==> src/rtl/fsc_pkg.sv <==
package fsc_pkg;

  // Default grid size
  localparam int GridRows    = 64;
  localparam int GridColumns = 64;

  // Fixed field widths
  localparam int CmdW     = 2;
  localparam int CoordInW = 6;
  localparam int MatW     = 2;
  localparam int DensW    = 8;
  localparam int NibW     = 4;
  localparam int CfgIdxW  = 3;
  localparam int CfgDataW = 8;

  // Signed working width for target coordinates (holds -2048 .. 2047)
  localparam int CoordW = 12;

  // Candidate counter: three falling targets plus two per spread offset
  localparam int CandW        = 6;
  localparam int NumFallCand  = 3;

  typedef enum logic [CmdW-1:0] {
    CmdWrite  = 2'd0,
    CmdRead   = 2'd1,
    CmdUpdate = 2'd2,
    CmdSpare  = 2'd3
  } cmd_e;

  typedef enum logic [MatW-1:0] {
    MatEmpty = 2'd0,
    MatSand  = 2'd1,
    MatWater = 2'd2,
    MatSolid = 2'd3
  } mat_e;

  typedef enum logic [CfgIdxW-1:0] {
    CfgDensSand  = 3'd0,
    CfgDensWater = 3'd1,
    CfgDensSolid = 3'd2,
    CfgStatMask  = 3'd3,
    CfgSpread    = 3'd4
  } cfg_idx_e;

  typedef struct packed {
    logic [DensW-1:0] density_sand;
    logic [DensW-1:0] density_water;
    logic [DensW-1:0] density_solid;
    logic [NibW-1:0]  static_mask;
    logic [NibW-1:0]  water_spread;
  } cfg_t;

endpackage

==> src/rtl/fsc_cfg.sv <==
module fsc_cfg (
  input  logic                          clk_i,
  input  logic                          rst_ni,
  input  logic                          cfg_valid_i,
  output logic                          cfg_ready_o,
  input  logic [fsc_pkg::CfgIdxW-1:0]   cfg_index_i,
  input  logic [fsc_pkg::CfgDataW-1:0]  cfg_data_i,
  output fsc_pkg::cfg_t                 cfg_o
);
  import fsc_pkg::*;

  cfg_t cfg_q, cfg_d;

  assign cfg_ready_o = 1'b1;
  assign cfg_o       = cfg_q;

  always_comb begin
    cfg_d = cfg_q;
    if (cfg_valid_i) begin
      unique case (cfg_index_i)
        CfgDensSand:  cfg_d.density_sand  = cfg_data_i[DensW-1:0];
        CfgDensWater: cfg_d.density_water = cfg_data_i[DensW-1:0];
        CfgDensSolid: cfg_d.density_solid = cfg_data_i[DensW-1:0];
        CfgStatMask:  cfg_d.static_mask   = cfg_data_i[NibW-1:0];
        CfgSpread:    cfg_d.water_spread  = cfg_data_i[NibW-1:0];
        default:      cfg_d = cfg_q;  // unknown index: drop
      endcase
    end
  end

  always_ff @(posedge clk_i or negedge rst_ni) begin
    if (!rst_ni) begin
      cfg_q.density_sand  <= DensW'(200);
      cfg_q.density_water <= DensW'(100);
      cfg_q.density_solid <= DensW'(255);
      cfg_q.static_mask   <= NibW'(8);
      cfg_q.water_spread  <= NibW'(4);
    end else begin
      cfg_q <= cfg_d;
    end
  end

endmodule

==> config.mk <==
export PLATFORM = sky130hd
export DESIGN_NAME = fsc_cfg
export DESIGN_NICKNAME = d
export VERILOG_FILES = /design/src/rtl/fsc_pkg.sv /design/src/rtl/fsc_cfg.sv
export SDC_FILE = /design/constraint.sdc
export NUM_CORES = 1
export LEC_CHECK = 0
export ABC_AREA = 1
export BUFFER_PORTS_ARGS = -buffer_cell sky130_fd_sc_hd__clkbuf_2
export CAP_MARGIN = 20
export CORE_MARGIN = 1
export CORE_UTILIZATION = 26
export DETAILED_ROUTE_END_ITERATION = 6
export GPL_TIMING_DRIVEN = 0
export SLEW_MARGIN = 20
export SYNTH_ARGS = -nofsm -noshare
export SYNTH_HDL_FRONTEND = slang
export SYNTH_SLANG_ARGS = --single-unit
export TNS_END_PERCENT = 10
==> constraint.sdc <==
create_clock -name clk_i -period 0.8 [get_ports clk_i]
set_input_delay 0.16 -clock clk_i [delete_from_list [all_inputs] [get_ports clk_i]]
set_output_delay 0.16 -clock clk_i [all_outputs]
set_load 0.005 [all_outputs]
* After elaboration in Yosys (flattened, before gate mapping)
Cells that the tools add are included.
** Storage, ports and cells
- Bits in registers :: 32
- Input port bits :: 14
- Output and inout bits :: 33
- Word-level logic and storage cells :: 15
** Cells by class
- Equality and inequality tests :: 4
- Reduce and logical (&&, ||, !) cells :: 6
** Operator list (number)
- $reduce_and A2 Y1 :: 5
- $eq A3 B2 Y1 const B :: 2
- $eq A3 B1 Y1 const B :: 1
- $eq A3 B3 Y1 const B :: 1
- $logic_not A3 Y1 :: 1

* Depth between registers and ports, before layout
Gate-level depths: netlist of run 1.
- Word-level depth :: 2
- Mapped depth :: 6
- Depth with buffers taken out :: 5

* Worst setup path before layout of run 1
Ideal clock, no wire load.
- Path type :: input port to flip-flop
- Start point :: input port cfg_valid_i
- End point :: register cfg_q (netlist bit cfg_o[4])
- Library setup time :: 0.116 ns
- Arrival time :: 0.675 ns
- Required time :: 0.684 ns
- Path slack :: 0.008 ns
- Stages :: 6
- Buffers on the path :: 1
- Cell sequence :: inv_1 > nor2_4 > buf_4 > nand2_1 > nand2_1 > nand2_1
** On the way
- Cells in the longest elaborated chain, start to end :: 1
** Ends and longest elaborated chain
- from (decl) :: RTL line fsc_cfg.sv:4 : input logic cfg_valid_i,
- $reduce_and A2 Y1 (no source line)
- to (signal assigned) :: RTL line fsc_cfg.sv:39 : cfg_q <= cfg_d;
- to (decl) :: RTL line fsc_cfg.sv:12 : cfg_t cfg_q, cfg_d;
No other way between the ends.
A chain may end at the register's enable or synchronous reset.

* Worst setup path after layout of run 1
- Start point :: register cfg_q (netlist bit cfg_o[10])
- End point :: output port cfg_o[10] in the netlist's numbering
** RTL lines
- to (decl) :: RTL line fsc_cfg.sv:8 : output fsc_pkg::cfg_t cfg_o
No word-level cell between the ends.

==> results of run 1 <==
-- area by class of cell --
class | instances | area [sq um]
Buffer | 5 | 36.3
Multi-Input combinational cell | 108 | 483
Sequential cell | 32 | 821
Fill cell | 533 | 3060
Tap cell | 67 | 83.8
Clock buffer | 8 | 90.1
Timing Repair Buffer | 47 | 259
Inverter | 5 | 18.8
-- logic make-up (layout without fill, tap and decap cells) --
| kind of cell | Yosys count | in the layout | share of synthesized area |
|---|---|---|---|
| flip-flops | 32 | 32 | 0.607 |
| AND/OR/NAND/NOR | 107 | 107 | 0.352 |
| buffers and inverters | 10 | 65 | 0.0379 |
| other | 1 | 1 | 0.00277 |
-- timing repair --
action,in CTS,in global routing
endpoints found under the setup margin,32,43
setup buffers,1,1
hold endpoints to repair,16,0
gates resized for setup,0,5
pin swaps,0,0
-- metrics by stage --
step | hold WS (ns) | util | setup WS, ns | area [sq um]
after global placement | 0.281 | 0.343 | -0.214 | 1660
after floorplan | -0.136 | - | 0.00806 | 1350
after CTS | -0.0219 | 0.363 | -0.310 | 1760
after global routing | 0.0132 | 0.370 | -0.325 | 1790
after detailed placement | 0.289 | 0.343 | -0.245 | 1660
final | -0.0469 | 0.370 | -0.294 | 1790
-- routing by layer --
metal / global-route usage / vias to the layer above / routed length [microns]
met2: 0.202 / 46 / 1550
met3: 0.0447 / 8 / 253
met5: 0 / - / 0
met1: 0.189 / 548 / 1550
met4: 0.0897 / 0 / 90
li1: - / 584 / -
-- layout by cell type, fill, tap and decap left out --
cell      Yosys  layout
inv_1         3       3
dfstp_2      16      16
clkbuf_8      0       6
nand2_1      69      68
buf_6         0       4
buf_2         2       2
dfrtp_1      16      16
clkbuf_2      0      42
nand2_2       1       2
nor2_4        3       3
inv_2         2       2
clkbuf_1      0       2
conb_1        1       1
nand2_4       1       1
nor2_2        1       1
buf_4         3       4
nand3_1      32      32
-- power by group --
part / internal [mW] / switching, mW
Sequential: 2.03 / 0.178
Clock: 0.701 / 0.589
Combinational: 0.420 / 0.451
Total: 3.15 / 1.22
-- synth_stat cells (all sizes together) --
library cell	count
buf	5
conb	1
dfrtp	16
dfstp	16
inv	5
nand2	71
nand3	32
nor2	4
-- path summary, 6_finish.rpt --
kind / start / endpoint / cells past startpoint
min in group clk_i: cfg_data_i[7] / cfg_o[15]$_DFFE_PN1P_ / 3
max: cfg_o[10]$_DFFE_PN1P_ / cfg_o[10] / 1
min reg2reg: cfg_o[12]$_DFFE_PN1P_ / cfg_o[12]$_DFFE_PN1P_ / 2
min: rst_ni / cfg_o[20]$_DFFE_PN0P_ / 1
max in group asynchronous: rst_ni / cfg_o[1]$_DFFE_PN0P_ / 1
max reg2reg: cfg_o[22]$_DFFE_PN1P_ / cfg_o[22]$_DFFE_PN1P_ / 3
==> flow_metrics.tcl, run 1 <==
set metrics [dict create \
    status "complete, but fails checks" \
    violations "negative hold slack, negative setup slack" \
    yosys.area.top_type "dfstp_2" \
    drive_above_1_share 0.405 \
    ant_nets 0 \
    synth_seq_cells 32 \
    largest_reg_flops 32 \
    vias_per_cell 4.36 \
    syn2layout_area_growth_pct 32.5 \
    wl_mm 3.45 \
    cp.arrival_ns 0.93 \
    antenna_found_initial 0 \
    layout.nets 218 \
    syn_area_sq_um 1350 \
    grt-ovfl-total 0 \
    drt_iter0_markers 49 \
    clk_pin_slew_worst_paths_ns 0.06 \
    cp_data_required_time_ns 0.64 \
    crit_slowest_cell "dfstp_2" \
    path_max_fanout 2 \
    grt_max_degree 33 \
    ys_top_cells_by_area "dfstp_2, dfrtp_1, nand2_1" \
    p_leak_nw 0.975 \
    numCtsBuffers 5 \
    ir_worst_vdd_v 0.000933 \
    setup_tns_ns -6.83 \
    fin_ws_ns -0.294 \
    grt_pass1_vias 1169 \
    vias 1186 \
    syn_avg_cell_area_sq_um 9.02 \
    cap_viol_max_count 0 \
    grtUsageTotal 0.143 \
    tritoncts "built" \
    fin_worst_skew_ns 0 \
    timing.final.crit_share 1.37 \
    drv_slew 0 \
    die_h_microns 74.1 \
    critPathCaptureType "primary output" \
    place_congestion 0.784 \
    hold_class "primary input to asynchronous set/reset pin" \
    die_x_microns 74.1 \
    dpl.cell_count 262 \
    critical_path_class "register to primary output" \
    firstDrtPassIters 4 \
    max-slew-margin-rel 0.460 \
    hpwl_mm 2.49 \
    cts_buffer_depth 2 \
    htreeDepth 2 \
    r2r_slack_ns 0.01 \
    netlist_instances 150 \
    worst_setup_path_start_kind "register" \
    critPathBufInv 1 \
    row_count 25 \
    stdcell_count 272 \
    hold_ws_ns -0.0469 \
    clk_latency_ns 0.29 \
    synth_top_area_share 0.311 \
    power.density_nw_per_um2 2440 \
    setup_viol 32 \
    power_mw 4.37 \
    tightest_slew_ns 0.810 \
    ios 47 \
    portBuffers 45 \
    diodes 0 \
    rsz0062_at_grt "yes" \
    synth-seq-area-share 0.607 \
    cts-root-buf "clkbuf_8" \
    synth_nets 164 \
    period_needed_ns 1.09 \
    hold_viol 16 \
    dieArea_sq_um 5490 \
    yosys_warnings 0 \
    cpPeakStageDelay_ns 0.54 \
    post_drt_wl_per_cell_microns 12.7 \
    fmax_mhz 914 \
    grt_pass1_wl_mm 5.56 \
    initial_utilization 0.279 \
    cts_sinks 32 \
    crit_family "flip-flops" \
    drc 0 \
    core-area_sq_um 4850 \
    cp_cell_sequence "clkbuf_2" \
    ys_types 13 \
]
No activity file was read; power rests on OpenSTA's default activity.
==> inputs of run 2 (changes only) <==
==> constraint.sdc (replaced) <==
create_clock -name clk_i -period 1.1 [get_ports clk_i]
set_input_delay 0.22 -clock clk_i [delete_from_list [all_inputs] [get_ports clk_i]]
set_output_delay 0.22 -clock clk_i [all_outputs]
set_load 0.005 [all_outputs]
==> flow_metrics.tcl, run 2 (synthesis results as in run 1) <==
set metrics [dict create \
    layout.nets 217 \
    vias_per_cell 4.41 \
    portBuffers 45 \
    status "complete, but fails checks" \
    setup_viol 16 \
    critPathCaptureType "primary output" \
    initial_utilization 0.279 \
    hpwl_mm 2.49 \
    rsz0062_at_grt "yes" \
    clk_pin_slew_worst_paths_ns 0.06 \
    fin_area_sq_um 1780 \
    r2r_slack_ns 0.30 \
    timing.final.crit_share 1.05 \
    reg2reg_from "cfg_o[22]$_DFFE_PN1P_" \
    dpl_worst_slack_ns -0.00465 \
    core-area_sq_um 4850 \
    grtUsageTotal 0.143 \
    power_mw 3.16 \
    critPathBufInv 1 \
    r2r-end "cfg_o[22]$_DFFE_PN1P_" \
    ios 47 \
    mostFrequentLayoutCells "nand2_1, clkbuf_2, nand3_1" \
    critical_path_class "register to primary output" \
    fmax_mhz 868 \
    cts_sinks 32 \
    hold_viol 0 \
    p_leak_nw 0.968 \
    grt_pass1_vias 1167 \
    path_max_fanout 2 \
    r2r_cells 3 \
    setup_tns_ns -0.663 \
    drt_iter0_markers 40 \
    worst_setup_path_start_kind "register" \
    firstDrtPassIters 4 \
    fin_worst_skew_ns 0 \
    vias 1196 \
    syn2layout_area_growth_pct 31.5 \
    ir_worst_vdd_v 0.000677 \
    hold_ws_ns 0.00619 \
    place_congestion 0.784 \
    cts_buffer_depth 2 \
    ant_nets 0 \
    grt_max_degree 33 \
    crit_slowest_cell "dfstp_2" \
    post_drt_wl_per_cell_microns 12.6 \
    die_x_microns 74.1 \
    ctsHoldBuffers 0 \
    grt_pass1_wl_mm 5.56 \
    fin_ws_ns -0.0524 \
    largest_reg_flops 32 \
    cpPeakStageDelay_ns 0.54 \
    tightest_slew_ns 0.791 \
    row_count 25 \
    layout_commonest_cell "nand2_1" \
    htreeDepth 2 \
    period_needed_ns 1.15 \
    diodes 0 \
    cap_viol_max_count 0 \
    drc 0 \
    die_h_microns 74.1 \
    clk_latency_ns 0.28 \
    tritoncts "built" \
    violations "negative setup slack" \
    wl_mm 3.42 \
    drive_above_1_share 0.397 \
    power.density_nw_per_um2 1780 \
    grt-ovfl-total 0 \
    crit_family "flip-flops" \
    numCtsBuffers 5 \
    dieArea_sq_um 5490 \
    antenna_found_initial 0 \
    cp_cell_sequence "clkbuf_2" \
    hold_class "primary input to asynchronous set/reset pin" \
    cp_data_required_time_ns 0.88 \
    cp.arrival_ns 0.93 \
    dpl_cell_area_sq_um 1660 \
    cts-root-buf "clkbuf_8" \
    drv_slew 0 \
    max-slew-margin-rel 0.473 \
]
-- run 2: cell types whose count changed in the layout (fill, tap and decap cells not counted) --
cell / change
buf_6: -1
nand2_1: +1
nand2_2: -1
-- run 2: timing repair --
item / CTS / global route
setup endpoints to repair: 16 / 16
buffers inserted: 0 / 1
resized for setup: 0 / 3
-- run 2: how the worst max path moves through the flow --
stage / start / endpoint / slack (ns) / cells past startpoint
finish: cfg_o[10]$_DFFE_PN1P_ / cfg_o[10] / -0.05 / 1
global route: cfg_o[9]$_DFFE_PN1P_ / cfg_o[9] / -0.08 / 1
CTS: cfg_o[10]$_DFFE_PN1P_ / cfg_o[10] / -0.07 / 1
detailed placement: cfg_index_i[0] / cfg_o[25]$_DFFE_PN0P_ / -0.005 / 5
global placement: cfg_index_i[0] / cfg_o[24]$_DFFE_PN0P_ / 0.03 / 5
floorplan: cfg_valid_i / cfg_o[4]$_DFFE_PN0P_ / 0.25 / 6
-- run 2: routing by layer --
metal	track usage	vias up	wire [microns]
met5	0	-	0
met4	0.0897	0	90
met3	0.0447	8	279
met2	0.202	55	1520
met1	0.189	550	1530
li1	-	583	-
-- run 2: report_power, final --
group | leakage [nW] | switching (mW) | total [mW] | internal, mW
clock | 0.0455 | 0.425 | 0.934 | 0.510
sequential | 0.369 | 0.129 | 1.61 | 1.48
combinational | 0.554 | 0.324 | 0.620 | 0.296
total | 0.968 | 0.878 | 3.16 | 2.28
-- run 2: metrics by stage --
step / util / cells
finish: 0.367 / 271
CTS: 0.361 / 270
global route: 0.367 / 271
detailed placement: 0.343 / 262
floorplan: - / 150
global placement: 0.343 / 262
-- run 2: worst register-to-register path, cell delays in order (launching register included) --
cell and delay (ns):
dfstp_2 0.54, buf_4 0.10, nand2_1 0.05, nand2_1 0.06
-- run 2: area by class of cell --
cell class / count / area [sq um]
Fill cell: 536 / 3070
Inverter: 5 / 18.8
Clock buffer: 8 / 90.1
Sequential cell: 32 / 821
Timing Repair Buffer: 46 / 251
Multi-Input combinational cell: 108 / 480
Buffer: 5 / 32.5
Tap cell: 67 / 83.8
