### config.mk
export PLATFORM = sky130hd
export DESIGN_NAME = fsc_ctrl
export DESIGN_NICKNAME = d
export VERILOG_FILES = /design/src/rtl/fsc_pkg.sv /design/src/rtl/fsc_ctrl.sv
export SDC_FILE = /design/constraint.sdc
export NUM_CORES = 1
export LEC_CHECK = 0
export BUFFER_PORTS_ARGS = -buffer_cell sky130_fd_sc_hd__buf_2
export CORE_MARGIN = 2
export CORE_UTILIZATION = 40
export DETAILED_ROUTE_END_ITERATION = 8
export GPL_ROUTABILITY_DRIVEN = 0
export HOLD_SLACK_MARGIN = 0.12
export PLACE_DENSITY = 0.64
export SLEW_MARGIN = 20
export SYNTH_ARGS = -nofsm -noshare
export SYNTH_HDL_FRONTEND = slang
export SYNTH_SLANG_ARGS = --single-unit
### constraint.sdc
create_clock -name clk_i -period 6.65 [get_ports clk_i]
set_input_delay 0.3325 -clock clk_i [delete_from_list [all_inputs] [get_ports clk_i]]
set_output_delay 0.3325 -clock clk_i [all_outputs]
set_load 0.1 [all_outputs]
### src/rtl/fsc_pkg.sv
package fsc_pkg;

  // Default grid size
  localparam int GridRows    = 64;
  localparam int GridColumns = 64;

  // Fixed field widths
  localparam int CmdW     = 2;
  localparam int CoordInW = 6;
  localparam int MatW     = 2;
  localparam int DensW    = 8;
  localparam int NibW     = 4;
  localparam int CfgIdxW  = 3;
  localparam int CfgDataW = 8;

  // Signed working width for target coordinates (holds -2048 .. 2047)
  localparam int CoordW = 12;

  // Candidate counter: three falling targets plus two per spread offset
  localparam int CandW        = 6;
  localparam int NumFallCand  = 3;

  typedef enum logic [CmdW-1:0] {
    CmdWrite  = 2'd0,
    CmdRead   = 2'd1,
    CmdUpdate = 2'd2,
    CmdSpare  = 2'd3
  } cmd_e;

  typedef enum logic [MatW-1:0] {
    MatEmpty = 2'd0,
    MatSand  = 2'd1,
    MatWater = 2'd2,
    MatSolid = 2'd3
  } mat_e;

  typedef enum logic [CfgIdxW-1:0] {
    CfgDensSand  = 3'd0,
    CfgDensWater = 3'd1,
    CfgDensSolid = 3'd2,
    CfgStatMask  = 3'd3,
    CfgSpread    = 3'd4
  } cfg_idx_e;

  typedef struct packed {
    logic [DensW-1:0] density_sand;
    logic [DensW-1:0] density_water;
    logic [DensW-1:0] density_solid;
    logic [NibW-1:0]  static_mask;
    logic [NibW-1:0]  water_spread;
  } cfg_t;

endpackage

### src/rtl/fsc_ctrl.sv
module fsc_ctrl #(
  parameter int GRID_ROWS    = fsc_pkg::GridRows,
  parameter int GRID_COLUMNS = fsc_pkg::GridColumns,
  localparam int AddrW       = $clog2(GRID_ROWS * GRID_COLUMNS)
) (
  input  logic                          clk_i,
  input  logic                          rst_ni,
  input  fsc_pkg::cfg_t                 cfg_i,
  input  logic                          in_valid_i,
  output logic                          in_ready_o,
  input  logic [fsc_pkg::CmdW-1:0]      command_i,
  input  logic [fsc_pkg::CoordInW-1:0]  row_i,
  input  logic [fsc_pkg::CoordInW-1:0]  column_i,
  input  logic [fsc_pkg::MatW-1:0]      material_i,
  input  logic                          side_choice_i,
  output logic                          out_valid_o,
  input  logic                          out_ready_i,
  output logic [fsc_pkg::MatW-1:0]      cell_material_o,
  output logic                          moved_o,
  output logic [fsc_pkg::CoordInW-1:0]  dest_row_o,
  output logic [fsc_pkg::CoordInW-1:0]  dest_column_o,
  input  logic                          clearing_i,
  output logic                          we_o,
  output logic [AddrW-1:0]              waddr_o,
  output logic [fsc_pkg::MatW-1:0]      wdata_o,
  output logic                          re_o,
  output logic [AddrW-1:0]              raddr_o,
  input  logic [fsc_pkg::MatW-1:0]      rdata_i
);
  import fsc_pkg::*;

  typedef enum logic [6:0] {
    StIdle  = 7'b0000001,
    StSelf  = 7'b0000010,
    StProbe = 7'b0000100,
    StCheck = 7'b0001000,
    StSwapA = 7'b0010000,
    StSwapB = 7'b0100000,
    StDone  = 7'b1000000
  } state_e;

  typedef logic signed [CoordW-1:0] coord_t;

  function automatic logic in_grid(coord_t r, coord_t c);
    return (r >= 0) && (int'(r) < GRID_ROWS) && (c >= 0) && (int'(c) < GRID_COLUMNS);
  endfunction

  function automatic logic [AddrW-1:0] addr_of(coord_t r, coord_t c);
    return AddrW'(int'(r) * GRID_COLUMNS + int'(c));
  endfunction

  function automatic logic [DensW-1:0] dens_of(logic [MatW-1:0] m, cfg_t cfg);
    logic [DensW-1:0] d;
    unique case (m)
      MatSand:  d = cfg.density_sand;
      MatWater: d = cfg.density_water;
      MatSolid: d = cfg.density_solid;
      default:  d = '0;
    endcase
    return d;
  endfunction

  state_e state_q, state_d;
  logic   out_valid_q, out_valid_d;

  logic [CmdW-1:0]     cmd_q, cmd_d;
  logic [MatW-1:0]     mat_q, mat_d;
  logic                side_q, side_d;
  coord_t              row_q, row_d, col_q, col_d;
  logic [AddrW-1:0]    self_addr_q, self_addr_d;
  coord_t              tgt_row_q, tgt_row_d, tgt_col_q, tgt_col_d;
  logic [AddrW-1:0]    tgt_addr_q, tgt_addr_d;
  logic [MatW-1:0]     tmat_q, tmat_d;
  logic [MatW-1:0]     prev_q, prev_d;
  logic                moved_q, moved_d;
  logic [CandW-1:0]    cand_q, cand_d;
  logic [CoordInW-1:0] dest_row_q, dest_row_d, dest_col_q, dest_col_d;
  logic [MatW-1:0]     o_mat_q, o_mat_d;
  logic                o_moved_q, o_moved_d;
  logic [CoordInW-1:0] o_row_q, o_row_d, o_col_q, o_col_d;

  coord_t           in_row, in_col;
  logic             in_fire, out_free;
  logic [CandW-1:0] cand_j, end_cnt;
  coord_t           cand_off, cand_row, cand_col;
  logic             cand_pos, move_ok;

  assign in_row   = coord_t'(row_i);
  assign in_col   = coord_t'(column_i);
  assign in_ready_o = (state_q == StIdle) && !clearing_i;
  assign in_fire  = in_valid_i && in_ready_o;
  assign out_free = !out_valid_q || out_ready_i;

  // Candidate order: down, down toward side, down away, then row offsets
  assign cand_j   = cand_q - CandW'(NumFallCand);
  assign cand_off = coord_t'(cand_j[CandW-1:1]) + coord_t'(1);
  always_comb begin
    cand_row = row_q + coord_t'(1);
    cand_col = col_q;
    cand_pos = side_q;
    if (cand_q == CandW'(1)) begin
      cand_pos = side_q;
      cand_col = cand_pos ? col_q + coord_t'(1) : col_q - coord_t'(1);
    end else if (cand_q == CandW'(2)) begin
      cand_pos = !side_q;
      cand_col = cand_pos ? col_q + coord_t'(1) : col_q - coord_t'(1);
    end else if (cand_q >= CandW'(NumFallCand)) begin
      cand_row = row_q;
      cand_pos = side_q ^ cand_j[0];
      cand_col = cand_pos ? col_q + cand_off : col_q - cand_off;
    end
  end

  assign end_cnt = (prev_q == MatWater)
                 ? CandW'({cfg_i.water_spread, 1'b0}) + CandW'(NumFallCand)
                 : CandW'(NumFallCand);

  assign move_ok = (rdata_i == MatEmpty) ||
                   ((dens_of(prev_q, cfg_i) > dens_of(rdata_i, cfg_i)) &&
                    !cfg_i.static_mask[rdata_i]);

  always_comb begin
    state_d     = state_q;
    out_valid_d = out_valid_q && !out_ready_i;
    cmd_d       = cmd_q;
    mat_d       = mat_q;
    side_d      = side_q;
    row_d       = row_q;
    col_d       = col_q;
    self_addr_d = self_addr_q;
    tgt_row_d   = tgt_row_q;
    tgt_col_d   = tgt_col_q;
    tgt_addr_d  = tgt_addr_q;
    tmat_d      = tmat_q;
    prev_d      = prev_q;
    moved_d     = moved_q;
    cand_d      = cand_q;
    dest_row_d  = dest_row_q;
    dest_col_d  = dest_col_q;
    o_mat_d     = o_mat_q;
    o_moved_d   = o_moved_q;
    o_row_d     = o_row_q;
    o_col_d     = o_col_q;
    we_o        = 1'b0;
    waddr_o     = self_addr_q;
    wdata_o     = mat_q;
    re_o        = 1'b0;
    raddr_o     = addr_of(in_row, in_col);

    unique case (state_q)
      StIdle: begin
        if (in_fire) begin
          cmd_d       = command_i;
          mat_d       = material_i;
          side_d      = side_choice_i;
          row_d       = in_row;
          col_d       = in_col;
          self_addr_d = addr_of(in_row, in_col);
          dest_row_d  = row_i;
          dest_col_d  = column_i;
          moved_d     = 1'b0;
          prev_d      = MatEmpty;
          if (in_grid(in_row, in_col)) begin
            re_o    = 1'b1;
            state_d = StSelf;
          end else begin
            state_d = StDone;
          end
        end
      end
      StSelf: begin
        prev_d  = rdata_i;
        cand_d  = '0;
        state_d = StDone;
        unique case (cmd_q)
          CmdWrite: begin
            we_o = 1'b1;
          end
          CmdUpdate: begin
            if (rdata_i == MatSand || rdata_i == MatWater) begin
              state_d = StProbe;
            end
          end
          default: ;
        endcase
      end
      StProbe: begin
        if (cand_q == end_cnt) begin
          state_d = StDone;
        end else if (in_grid(cand_row, cand_col)) begin
          re_o       = 1'b1;
          raddr_o    = addr_of(cand_row, cand_col);
          tgt_addr_d = addr_of(cand_row, cand_col);
          tgt_row_d  = cand_row;
          tgt_col_d  = cand_col;
          state_d    = StCheck;
        end else begin
          cand_d = cand_q + CandW'(1);
        end
      end
      StCheck: begin
        if (move_ok) begin
          tmat_d  = rdata_i;
          state_d = StSwapA;
        end else begin
          cand_d  = cand_q + CandW'(1);
          state_d = StProbe;
        end
      end
      StSwapA: begin
        we_o    = 1'b1;
        waddr_o = tgt_addr_q;
        wdata_o = prev_q;
        state_d = StSwapB;
      end
      StSwapB: begin
        we_o       = 1'b1;
        waddr_o    = self_addr_q;
        wdata_o    = tmat_q;
        moved_d    = 1'b1;
        dest_row_d = tgt_row_q[CoordInW-1:0];
        dest_col_d = tgt_col_q[CoordInW-1:0];
        state_d    = StDone;
      end
      StDone: begin
        // Hold until the output register is free
        if (out_free) begin
          out_valid_d = 1'b1;
          o_mat_d     = prev_q;
          o_moved_d   = moved_q;
          o_row_d     = dest_row_q;
          o_col_d     = dest_col_q;
          state_d     = StIdle;
        end
      end
      default: state_d = StIdle;
    endcase
  end

  always_ff @(posedge clk_i or negedge rst_ni) begin
    if (!rst_ni) begin
      state_q     <= StIdle;
      out_valid_q <= 1'b0;
    end else begin
      state_q     <= state_d;
      out_valid_q <= out_valid_d;
    end
  end

  always_ff @(posedge clk_i) begin
    cmd_q       <= cmd_d;
    mat_q       <= mat_d;
    side_q      <= side_d;
    row_q       <= row_d;
    col_q       <= col_d;
    self_addr_q <= self_addr_d;
    tgt_row_q   <= tgt_row_d;
    tgt_col_q   <= tgt_col_d;
    tgt_addr_q  <= tgt_addr_d;
    tmat_q      <= tmat_d;
    prev_q      <= prev_d;
    moved_q     <= moved_d;
    cand_q      <= cand_d;
    dest_row_q  <= dest_row_d;
    dest_col_q  <= dest_col_d;
    o_mat_q     <= o_mat_d;
    o_moved_q   <= o_moved_d;
    o_row_q     <= o_row_d;
    o_col_q     <= o_col_d;
  end

  assign out_valid_o     = out_valid_q;
  assign cell_material_o = o_mat_q;
  assign moved_o         = o_moved_q;
  assign dest_row_o      = o_row_q;
  assign dest_column_o   = o_col_q;

  a_no_write_while_clearing: assert property (@(posedge clk_i) disable iff (!rst_ni)
    clearing_i |-> !we_o)
    else $error("grid write issued during clearing pass");

  a_swap_pairs: assert property (@(posedge clk_i) disable iff (!rst_ni)
    (state_q == StSwapA) |=> (state_q == StSwapB))
    else $error("swap did not complete its second write");

  a_moved_is_fluid: assert property (@(posedge clk_i) disable iff (!rst_ni)
    (out_valid_o && moved_o) |-> (cell_material_o == MatSand || cell_material_o == MatWater))
    else $error("moved result for a material that cannot move");

  a_idle_on_accept: assert property (@(posedge clk_i) disable iff (!rst_ni)
    in_fire |=> (state_q == StSelf || state_q == StDone))
    else $error("accepted item did not start its sequence");

endmodule

# Yosys cells after proc, flatten, opt, wreduce, memory -nomap -nowiden
# Index checks and enable logic that the tools add are counted.
# totals
register_bits	99
latchBits	0
word_cells	148
n_memories	0
rom_bits	0
input_bits	56
output_inout_bits	45
ram_bits	0
# classes
n_div	0
n_addsub	11
order_cmp	11
eq_ne	23
n_bitwise	2
muxes	49
n_mul	0
shifts	0
reduce_logical	31
# op_table
op	count
$mux W12	10
$mux W7	10
$pmux W7 S7	1
$pmux W8 S3	2
$mux W6	6
$ge A12 B1 Y1 const B	2
$lt A12 B8 Y1 const B	2
$pmux W6 S2	2
$pmux W6 S3	1
$add A6 B1 Y7 const B	2
$lt A6 B7 Y1 const B	2
$add A12 B12 Y12	1
$add A12 B6 Y12	1
$ge A6 B1 Y1 const B	2
$eq A2 B2 Y1 const B	5
$logic_and A1 B1 Y1	10
$ne A2 B2 Y1 const B	5
$reduce_and A2 Y1	5
$mux W1	9
$gt A8 B8 Y1	1
$pmux W2 S2	2
$add A6 B6 Y7	1
$eq A7 B1 Y1 const B	1
$eq A7 B2 Y1 const B	1
32 further kinds	43

# Longest topological paths before layout
# Gate-level depths: netlist of run 1.
# logic_depth
word_depth	13
ltp_mapped	24

# Least setup slack after synthesis of run 1
# No wires, ideal clock.
# synth_path
path_type	reg-to-output
startpoint	reg cand_q[0]
endpoint	out re_o
required_time_ns	6.318
arrival_time_ns	5.051
path_buffers	1
setup_slack_ns	1.266
stages_incl_launch_ff	17
path_cell_list	edfxtp_1 > ha_1 > clkbuf_1 > xor2_1 > inv_1 > ha_1 > nor2_1 > a21oi_1 > nor2_1 > a21oi_1 > xnor2_1 > ha_1 > o21a_1 > o31a_1 > o311ai_0 > a41oi_2 > o21ai_0
# synth_between
elab_chain_cells	13
elab_cells_between_ends	26
# synth_rtl
item	line_no	text
start: declaration	fsc_ctrl.sv:76	logic [CandW-1:0] cand_q, cand_d;
start signal: assignment	fsc_ctrl.sv:263	cand_q <= cand_d;
$sub A6 B2 Y6	fsc_ctrl.sv:95	assign cand_j = cand_q - CandW'(NumFallCand);
$add A5 B1 Y6	fsc_ctrl.sv:96	assign cand_off = coord_t'(cand_j[CandW-1:1]) + coord_t'(1);
$sub A6 B6 Y7 or $add A6 B6 Y7 (tied branches)	fsc_ctrl.sv:110	cand_col = cand_pos ? col_q + cand_off : col_q - cand_off;
$mux W12	fsc_ctrl.sv:110	
$mux W12	fsc_ctrl.sv:107	end else if (cand_q >= CandW'(NumFallCand)) begin
$mux W12	fsc_ctrl.sv:104	end else if (cand_q == CandW'(2)) begin
$mux W12	fsc_ctrl.sv:101	if (cand_q == CandW'(1)) begin
$ge A12 B1 Y1	fsc_ctrl.sv:45	return (r >= 0) && (int'(r) < GRID_ROWS) && (c >= 0) && (int'(c) < GRID_COLUMNS);
$logic_and A1 B1 Y1 (2 in series)	fsc_ctrl.sv:45	
$mux W1	fsc_ctrl.sv:190	end else if (in_grid(cand_row, cand_col)) begin
$mux W1 (*)	fsc_ctrl.sv:188	if (cand_q == end_cnt) begin
$pmux W1 S2 (*)	fsc_ctrl.sv:150	unique case (state_q)
end: declaration	fsc_ctrl.sv:26	output logic re_o,
# Every way passes the cells marked *; elsewhere a longest branch is shown, timed or not.

# Worst setup path in the final report of run 1
# layout_path
startpoint	reg cand_q[0]
endpoint	out raddr_o[11]
# layout_between
elab_chain_cells	13
elab_cells_between_ends	27
# layout_rtl
item	line_no	text
$sub A6 B2 Y6	fsc_ctrl.sv:95	
$add A5 B1 Y6	fsc_ctrl.sv:96	
$sub A6 B6 Y7 or $add A6 B6 Y7 (tied branches)	fsc_ctrl.sv:110	
$mux W12	fsc_ctrl.sv:110	
$mux W12	fsc_ctrl.sv:107	
$mux W12	fsc_ctrl.sv:104	
$mux W12	fsc_ctrl.sv:101	
$ge A12 B1 Y1	fsc_ctrl.sv:45	
$logic_and A1 B1 Y1 (2 in series)	fsc_ctrl.sv:45	
$mux W12	fsc_ctrl.sv:190	
$mux W12 (*)	fsc_ctrl.sv:188	
$mux W12 (*)	fsc_ctrl.sv:150	
end: declaration	fsc_ctrl.sv:27	output logic [AddrW-1:0] raddr_o,
# Marked as above.

==> summary.txt, run 1 <==
Yosys
  • Cells after Synth: 551
  • Total nets after synthesis: about 650
  • Primary flip-flop cell chosen by synthesis mapping: sky130_fd_sc_hd__edfxtp_1
  • Number of library cell types mapped by synthesis: 67
  • Synth Area per Inst: between 10 and 15 sq um
  • Proportion of synthesized flip-flops having asynchronous set or reset: just under 10%
  • Sequential element share of the synthesized area: 43.2%
  • Dominant combinational cell family by area after synthesis: simple AND/OR/NAND/NOR gates
  • Fraction of the mapped netlist area in compound gates: 12.5%
  • Synthesized-area fraction occupied by adder cells: between 9 and 10%
  • Flip-flop and latch count after synthesis: 81
  • Number of enable flip-flop cells after synthesis: between 70 and 80
  • Synthesized-area fraction occupied by and/or/nand/nor cells: a little under a fifth
  • Count of warnings emitted by yosys: 0
  • Mux contribution to synthesized area: under 10%
  • Synth Cell Area: approximately 5500 sq um
  • Share of the synthesized netlist area taken by xor and xnor gates: 6.32%

Cells and area
  • Layout cell share with drive strength beyond 1: approximately a quarter
  • Number of nets in the layout: 740
  • Syn-to-layout area delta: 17.6%
  • Diode insertion count for antenna repair: 0
  • Total non-filler cell area in the finished layout: 6520 sq um
  • Filler Cells Inserted: ~1,300

STA
  • Hold violation count in the final report: 0
  • Setup violators final: 0
  • Highest attainable clock frequency: around 170 MHz
  • Hold Worst Slack: roughly 0.16 ns
  • Clock period minus worst slack: 5.91 ns
  • Count of pins over their slew limit: 0
  • Worst clock skew: about 0.008 ns
  • Share of the clock period used by the worst path: roughly nine tenths
  • Summed negative setup slack over all endpoints: 0 ns
  • Setup repair after global routing missed its margin: false
  • Slew at the pin closest to its max-slew limit: around 0.94 ns
  • Slew HR: a little under two fifths

Power
  • Power per cell area: between 200 and 300 nW/um^2
  • Highest ir drop seen on vdd: roughly 0.12 mV
  • Total leakage power: 2.79 nW
  • Overall power after layout: 1.79 mW

Routing
  • ANT nets after route: 0
  • Drt drc: 0
  • Violation count after the first detailed-routing iteration: approximately 370
  • WL per Instance: approximately 17 um
  • Total vias in the final route: about 4,600
  • Highest metal used: met4
  • Detailed-route wire length on metal 1: 6320 um
  • Sum of met3 wire segment lengths after detailed routing: between 900 and 1000 um
  • Met2 routed WL: 6450 um
  • Routed via count divided by cell count: between 5 and 6
  • Detailed Route WL: about 14,000 um
  • Pre-antenna DRT Iters: 6

Clock tree
  • Max H-tree Level: 3
  • Gates resized, CTS repair: 0
  • TritonCTS clock tree: yes
  • Buffer cell driving the clock tree root: sky130_fd_sc_hd__clkbuf_16
  • Worst-skew pair later-pin latency: around 0.35 ns
  • Clock transition at path regs: roughly 0.07 ns
  • Num CTS Buffers: 9
  • Total clock sinks: slightly above 80
  • Buffers from clock root to sink, at most: 2

Floorplan
  • I/O pin total: a little over 100
  • DIE WIDTH: around 120 um
  • Floorplan Core Area: ~13,000 sq um
  • Number of placement rows: 42
  • Die Ht: between 100 and 150 um
  • Die Area: roughly 15,000 sq um
  • Initial cell density of the core: about two fifths

GRT
  • First-pass GRT wire length: approximately 23,000 um
  • Via count of the first global-routing pass: ~4,500
  • Combined global-route utilization of all metal layers: between 10% and 20%
  • Largest net degree at the start of global routing: 19
  • GR Overflow Total: 0
  • Initial antenna violation count: 0

Hold path
  • Hold Crit Class: primary input to register

Critical path
  • Number of buffer and inverter instances along the worst setup path: 2
  • Slowest stage cell, crit path: sky130_fd_sc_hd__o311ai_0
  • Cells along the critical path: ha_1 > xor2_1 > inv_1 > ha_1 > nor2_1 > a21oi_1 > nor2_1 > a21oi_1 > xnor2_1 > ha_1 > o21a_1 > o31a_1 > o311ai_0 > a41oi_2 > ha_1 > a21o_1 > a21oi_1 > o21bai_1 > a21oi_1 > xor2_1 > xnor2_1 > mux2_2 > buf_2
  • Worst Setup Start Kind: register
  • WS Path Type: register to primary output
  • Critical path data required time: approximately 6.3 ns
  • Largest stage delay on the critical path: about 0.52 ns
  • Maximum fanout count along the critical path: 8
  • Crit end category: primary output
  • Arrival time of data at the critical path endpoint: ~5.6 ns
  • Dominant delay contributor by cell family on the critical path: compound AO/OA/AOI/OAI gates

Run status
  • Outcome: completed

Job
  • Count of maximum capacitance violations: 0

Placement
  • DP Wirelength: slightly above 10,000 um
  • Number of port buffers: 100
  • Area post-placement: 6180 sq um
## cell families (layout without fill, tap and decap cells)
kind of cell	after synthesis	after routing
simple gates	216	216
flops	81	81
mux	27	27
fa+ha+maj	41	41
buf+inv	49	146
compound gates	97	97
xor+xnor	40	40
## per-stage QoR
stage | instances | utilization [%] | worst slack, ns
detailed placement | 807 | 46.1 | 1.13
floorplan | 551 | - | 1.27
global route | 824 | 48.6 | 0.321
global placement | 807 | 46.1 | 1.29
CTS | 824 | 48.6 | 0.741
finish | 824 | 48.6 | 0.736
## cell usage after synthesis (all sizes together), types with 2 or more instances
cell type	n	share of area [%]
nor3b	2	0.27
o31ai	2	0.27
or2	8	0.90
o21a	5	0.68
fa	3	1.1
xor2	15	2.4
nand2b	2	0.23
dfrtp	7	3.2
and2	2	0.23
inv	24	1.6
buf	9	0.95
and3	4	0.45
or3	2	0.23
nor3	8	0.72
o21bai	2	0.27
nand3	8	0.72
o311ai	2	0.32
a21o	5	0.68
nand2	103	7.0
a31oi	3	0.45
a22o	8	1.3
a22oi	4	0.54
clkbuf	15	1.0
a222oi	8	1.4
a21oi	20	1.8
nand3b	8	1.1
mux2i	6	1.1
nor2	39	2.6
nor2b	10	1.3
o2111ai	2	0.32
edfxtp	73	40
nor4	2	0.34
ha	38	8.6
mux2	20	4.7
o21ai	20	1.8
o32ai	2	0.32
nand4	10	1.1
or4	4	0.54
xnor2	25	4.0
## what timing repair did
item                      CTS  global route
hold buffers                1             0
buffers inserted            0             0
hold endpoints to repair    8             0
## worst paths after layout
check	start	depth (start not counted)	slack, ns	endpoint
worst max-delay path	cand_q[0]	23	0.74	raddr_o[11]
worst min-delay path	side_choice_i	1	0.16	side_q
worst max register to register	cand_q[0]	21	1.81	tgt_addr_q[11]
worst min register to register	dest_row_q[2]	0	0.42	dest_row_o[2]
max in group asynchronous	rst_ni	2	6.02	state_q[0]
min in group asynchronous	rst_ni	2	0.38	state_q[1]
## per-layer routing
metal	vias up	GRT usage, %
li1	2179	-
met1	2166	25.8
met2	182	32.0
met3	26	4.40
met4	0	6.97
met5	-	0
## flip-flops by register name, summed over array words and instances, names as in the netlist
name and cells:
self_addr_q 12, cand_q 6, mat_q 2, tgt_row_q 6
cmd_q 2, moved_q 1, out_valid_o 1, state_q 7
moved_o 1, cell_material_o 2, dest_column_o 6, dest_row_q 6
tmat_q 2, dest_col_q 6, side_q 1, prev_q 2
tgt_addr_q 7, tgt_col_q 5, dest_row_o 6
## where the power goes
part	switching [mW]	internal [mW]	total (mW)
logic	0.377	0.203	0.579
registers	0.0431	0.609	0.652
clock network	0.222	0.332	0.554
total	0.642	1.14	1.79
## cell usage in the layout, fill, tap and decap left out, drive strengths merged, types with 20 or more instances in the layout
cell,count
buf,104
nand2,103
edfxtp,73
mux2,20
a21oi,20
xnor2,25
o21ai,20
nor2,39
inv,27
ha,38
## final cells by class
| class | instances | area [sq um] | share of cell area, % |
|---|---|---|---|
| Tap cell | 176 | 220 | 3.38 |
| Timing Repair Buffer | 105 | 541 | 8.29 |
| Inverter | 25 | 93.8 | 1.44 |
| Clock buffer | 9 | 225 | 3.46 |
| Clock inverter | 7 | 98.8 | 1.52 |
| Multi-Input combinational cell | 421 | 2940 | 45.2 |
| Sequential cell | 81 | 2390 | 36.7 |
Power figures use the tool's default switching activity.
==> inputs of run 2 (changes only) <==
- CELL_PAD_IN_SITES_DETAIL_PLACEMENT: unset -> 0
- CELL_PAD_IN_SITES_GLOBAL_PLACEMENT: unset -> 2
- CORE_UTILIZATION: 40 -> 36
- PLACE_DENSITY: 0.64 -> 0.85
==> run 2 against run 1 <==
- sequential share of layout area hardly changed
- setup slack worse by 0.020 ns
- clock power is 5.2% lower
- register-to-register slack worse by 0.04 ns
- wire length is 0.58% higher
- cell count is 1.3% higher
- fmax is 0.33% lower
- largest power group unchanged
- critical endpoint unchanged
- sequential power hardly changed
- sequential cell count stayed put
- first-iteration DRC count is 33% lower
- count of clock-buffer cells in the layout stayed put
- hold slack better by 0.018 ns
- largest cell class unchanged
==> summary.txt, run 2 (synthesis results as in run 1) <==
Run status
  • Outcome: completed

Critical path
  • Slowest stage cell, crit path: sky130_fd_sc_hd__o311ai_0
  • Count of cells along the worst register-to-register path: 21
  • Crit end category: primary output
  • Critical path data required time: about 6.3 ns
  • Dominant delay contributor by cell family on the critical path: compound AO/OA/AOI/OAI gates
  • Largest stage delay on the critical path: just under 0.6 ns
  • Cells along the critical path: ha_1 > xor2_1 > inv_1 > ha_1 > nor2_1 > a21oi_1 > nor2_1 > a21oi_1 > xnor2_1 > ha_1 > o21a_1 > o31a_1 > o311ai_0 > a41oi_2 > ha_1 > a21o_1 > a21oi_1 > o21bai_1 > a21oi_1 > xor2_1 > xnor2_1 > mux2_2 > buf_2
  • Arrival time of data at the critical path endpoint: 5.60 ns
  • Worst Setup Start Kind: register
  • Maximum fanout count along the critical path: 8
  • Number of buffer and inverter instances along the worst setup path: 2
  • Launch point of the worst reg-to-reg path: cand_q[0]
  • WS Path Type: register to primary output
  • Register-to-register setup slack: between 1.5 and 2 ns
  • Reg2reg end: tgt_addr_q[11]

GRT
  • Via count of the first global-routing pass: 4,402
  • First-pass GRT wire length: around 23,000 um
  • GR Overflow Total: 0
  • Combined global-route utilization of all metal layers: between 10% and 20%
  • Initial antenna violation count: 0
  • Largest net degree at the start of global routing: 19

Cells and area
  • Diode insertion count for antenna repair: 0
  • Syn-to-layout area delta: 17.8%
  • Layout cell share with drive strength beyond 1: 24.1%
  • Largest registers: self_addr_q x12, state_q x7, tgt_addr_q x7
  • Number of nets in the layout: between 700 and 800
  • Filler Cells Inserted: about 1,500
  • Most common library cell in the layout ignoring fill and taps: sky130_fd_sc_hd__nand2_1
  • Max reg flops: 12
  • Most flops, register: self_addr_q
  • Commonest cells after routing, fill and taps aside: sky130_fd_sc_hd__nand2_1, sky130_fd_sc_hd__buf_2, sky130_fd_sc_hd__edfxtp_1

Clock tree
  • TritonCTS clock tree: yes
  • Num CTS Buffers: 9
  • Buffer cell driving the clock tree root: sky130_fd_sc_hd__clkbuf_16
  • Buffers from clock root to sink, at most: 2
  • Worst-skew pair later-pin latency: 0.34 ns
  • Total clock sinks: ~80
  • Gates resized, CTS repair: 0
  • Max H-tree Level: 3
  • Clock transition at path regs: 0.06 ns

Power
  • Total leakage power: ~2.8 nW
  • Power per cell area: 270 nW/um^2
  • Highest ir drop seen on vdd: 0.252 mV
  • Overall power after layout: around 1.8 mW

Floorplan
  • I/O pin total: 101
  • Floorplan Core Area: 15,100 sq um
  • DIE WIDTH: around 130 um
  • Die Area: approximately 16,000 sq um
  • Number of placement rows: 45
  • Initial cell density of the core: 36.6%
  • Die Ht: between 100 and 150 um

Placement
  • Post-placement worst setup slack: about 1.1 ns
  • DP Wirelength: roughly 11,000 um
  • Number of port buffers: 100

STA
  • Share of the clock period used by the worst path: 89.2%
  • Hold violation count in the final report: 0
  • Summed negative setup slack over all endpoints: 0 ns
  • Worst clock skew: ~0.0084 ns
  • Count of pins over their slew limit: 0
  • Setup violators final: 0
  • Setup repair after global routing missed its margin: false
  • Setup slack of the critical path after layout: between 0.7 and 0.8 ns
  • Highest attainable clock frequency: about 170 MHz
  • Slew at the pin closest to its max-slew limit: approximately 1.0 ns
  • Slew HR: 31.2%
  • Clock period minus worst slack: just under 6 ns

Job
  • Count of maximum capacitance violations: 0

Routing
  • Total vias in the final route: 4,433
  • ANT nets after route: 0
  • Routed via count divided by cell count: around 5.3
  • Pre-antenna DRT Iters: 5
  • Drt drc: 0
  • Detailed Route WL: 14,100 um
  • Violation count after the first detailed-routing iteration: roughly 250
  • WL per Instance: 16.9 um

Hold path
  • Startpoint of the worst hold path: command_i[0]
  • Hold Crit Class: primary input to register
  • Hold Path Sink: cmd_q[0]
  • Number of cells traversed by the worst hold path: 1
run 2: per-layer routing:
| layer | vias to the layer above | GRT usage (%) | wire length [um] | share of wire [%] |
|---|---|---|---|---|
| li1 | 2186 | - | - | - |
| met1 | 2103 | 23.2 | 6500 | 46 |
| met2 | 132 | 29.3 | 6620 | 47 |
| met3 | 12 | 4.05 | 818 | 5.8 |
| met4 | 0 | 4.46 | 169 | 1.2 |
| met5 | - | 0 | 0 | 0 |
run 2: report_power, final:
part / leakage, nW / switching, mW / internal, mW
logic: 1.85 / 0.378 / 0.202
clock network: 0.153 / 0.196 / 0.329
registers: 0.772 / 0.0435 / 0.610
total: 2.78 / 0.618 / 1.14
run 2: through the flow:
stage	util [%]	std cells	hold WS, ns	area (sq um)
2_1_floorplan	-	551	0.0369	5540
3_3_place_gp	40.9	818	0.187	6190
3_5_place_dp	40.9	818	0.183	6190
4_1_cts	43.1	835	0.162	6520
5_1_grt	43.1	835	0.167	6520
6_report	43.1	835	0.175	6520
run 2: worst reg2reg max path, cell delays in order, from the launching register on:
cell,delay (ns)
sky130_fd_sc_hd__edfxtp_1,0.48
sky130_fd_sc_hd__ha_1,0.35
sky130_fd_sc_hd__xor2_1,0.19
sky130_fd_sc_hd__inv_1,0.11
sky130_fd_sc_hd__ha_1,0.22
sky130_fd_sc_hd__nor2_1,0.06
sky130_fd_sc_hd__a21oi_1,0.12
sky130_fd_sc_hd__nor2_1,0.05
sky130_fd_sc_hd__a21oi_1,0.19
sky130_fd_sc_hd__xnor2_1,0.17
sky130_fd_sc_hd__ha_1,0.30
sky130_fd_sc_hd__o21a_1,0.12
sky130_fd_sc_hd__o31a_1,0.11
sky130_fd_sc_hd__o311ai_0,0.59
sky130_fd_sc_hd__a41oi_2,0.34
sky130_fd_sc_hd__ha_1,0.31
sky130_fd_sc_hd__a21o_1,0.18
sky130_fd_sc_hd__a21oi_1,0.21
sky130_fd_sc_hd__o21bai_1,0.09
sky130_fd_sc_hd__a21oi_1,0.17
sky130_fd_sc_hd__xor2_1,0.18
sky130_fd_sc_hd__xnor2_1,0.10
run 2: how the worst max path moves through the flow:
stage	from	slack, ns	endpoint	depth (start not counted)
after CTS	cand_q[0]	0.72	raddr_o[11]	23
after global placement	cand_q[0]	1.26	raddr_o[11]	23
after detailed placement	cand_q[0]	1.11	raddr_o[11]	23
after global routing	cand_q[0]	0.22	raddr_o[11]	23
after floorplan	cand_q[0]	1.27	re_o	16
final	cand_q[0]	0.72	raddr_o[11]	23
run 2: layout make-up:
class / instances / area, sq um / share of cell area [%]
clock buffer: 9 / 225 / 3.45
clock inverter: 7 / 93.8 / 1.44
inverter: 25 / 93.8 / 1.44
multi-input combinational: 421 / 2950 / 45.2
sequential: 81 / 2390 / 36.7
tap: 188 / 235 / 3.61
timing repair buffer: 104 / 533 / 8.17
run 2: repair_timing:
item	in CTS	in global routing
setup buffers	0	0
endpoints found under the hold margin	8	0
hold buffers	1	0
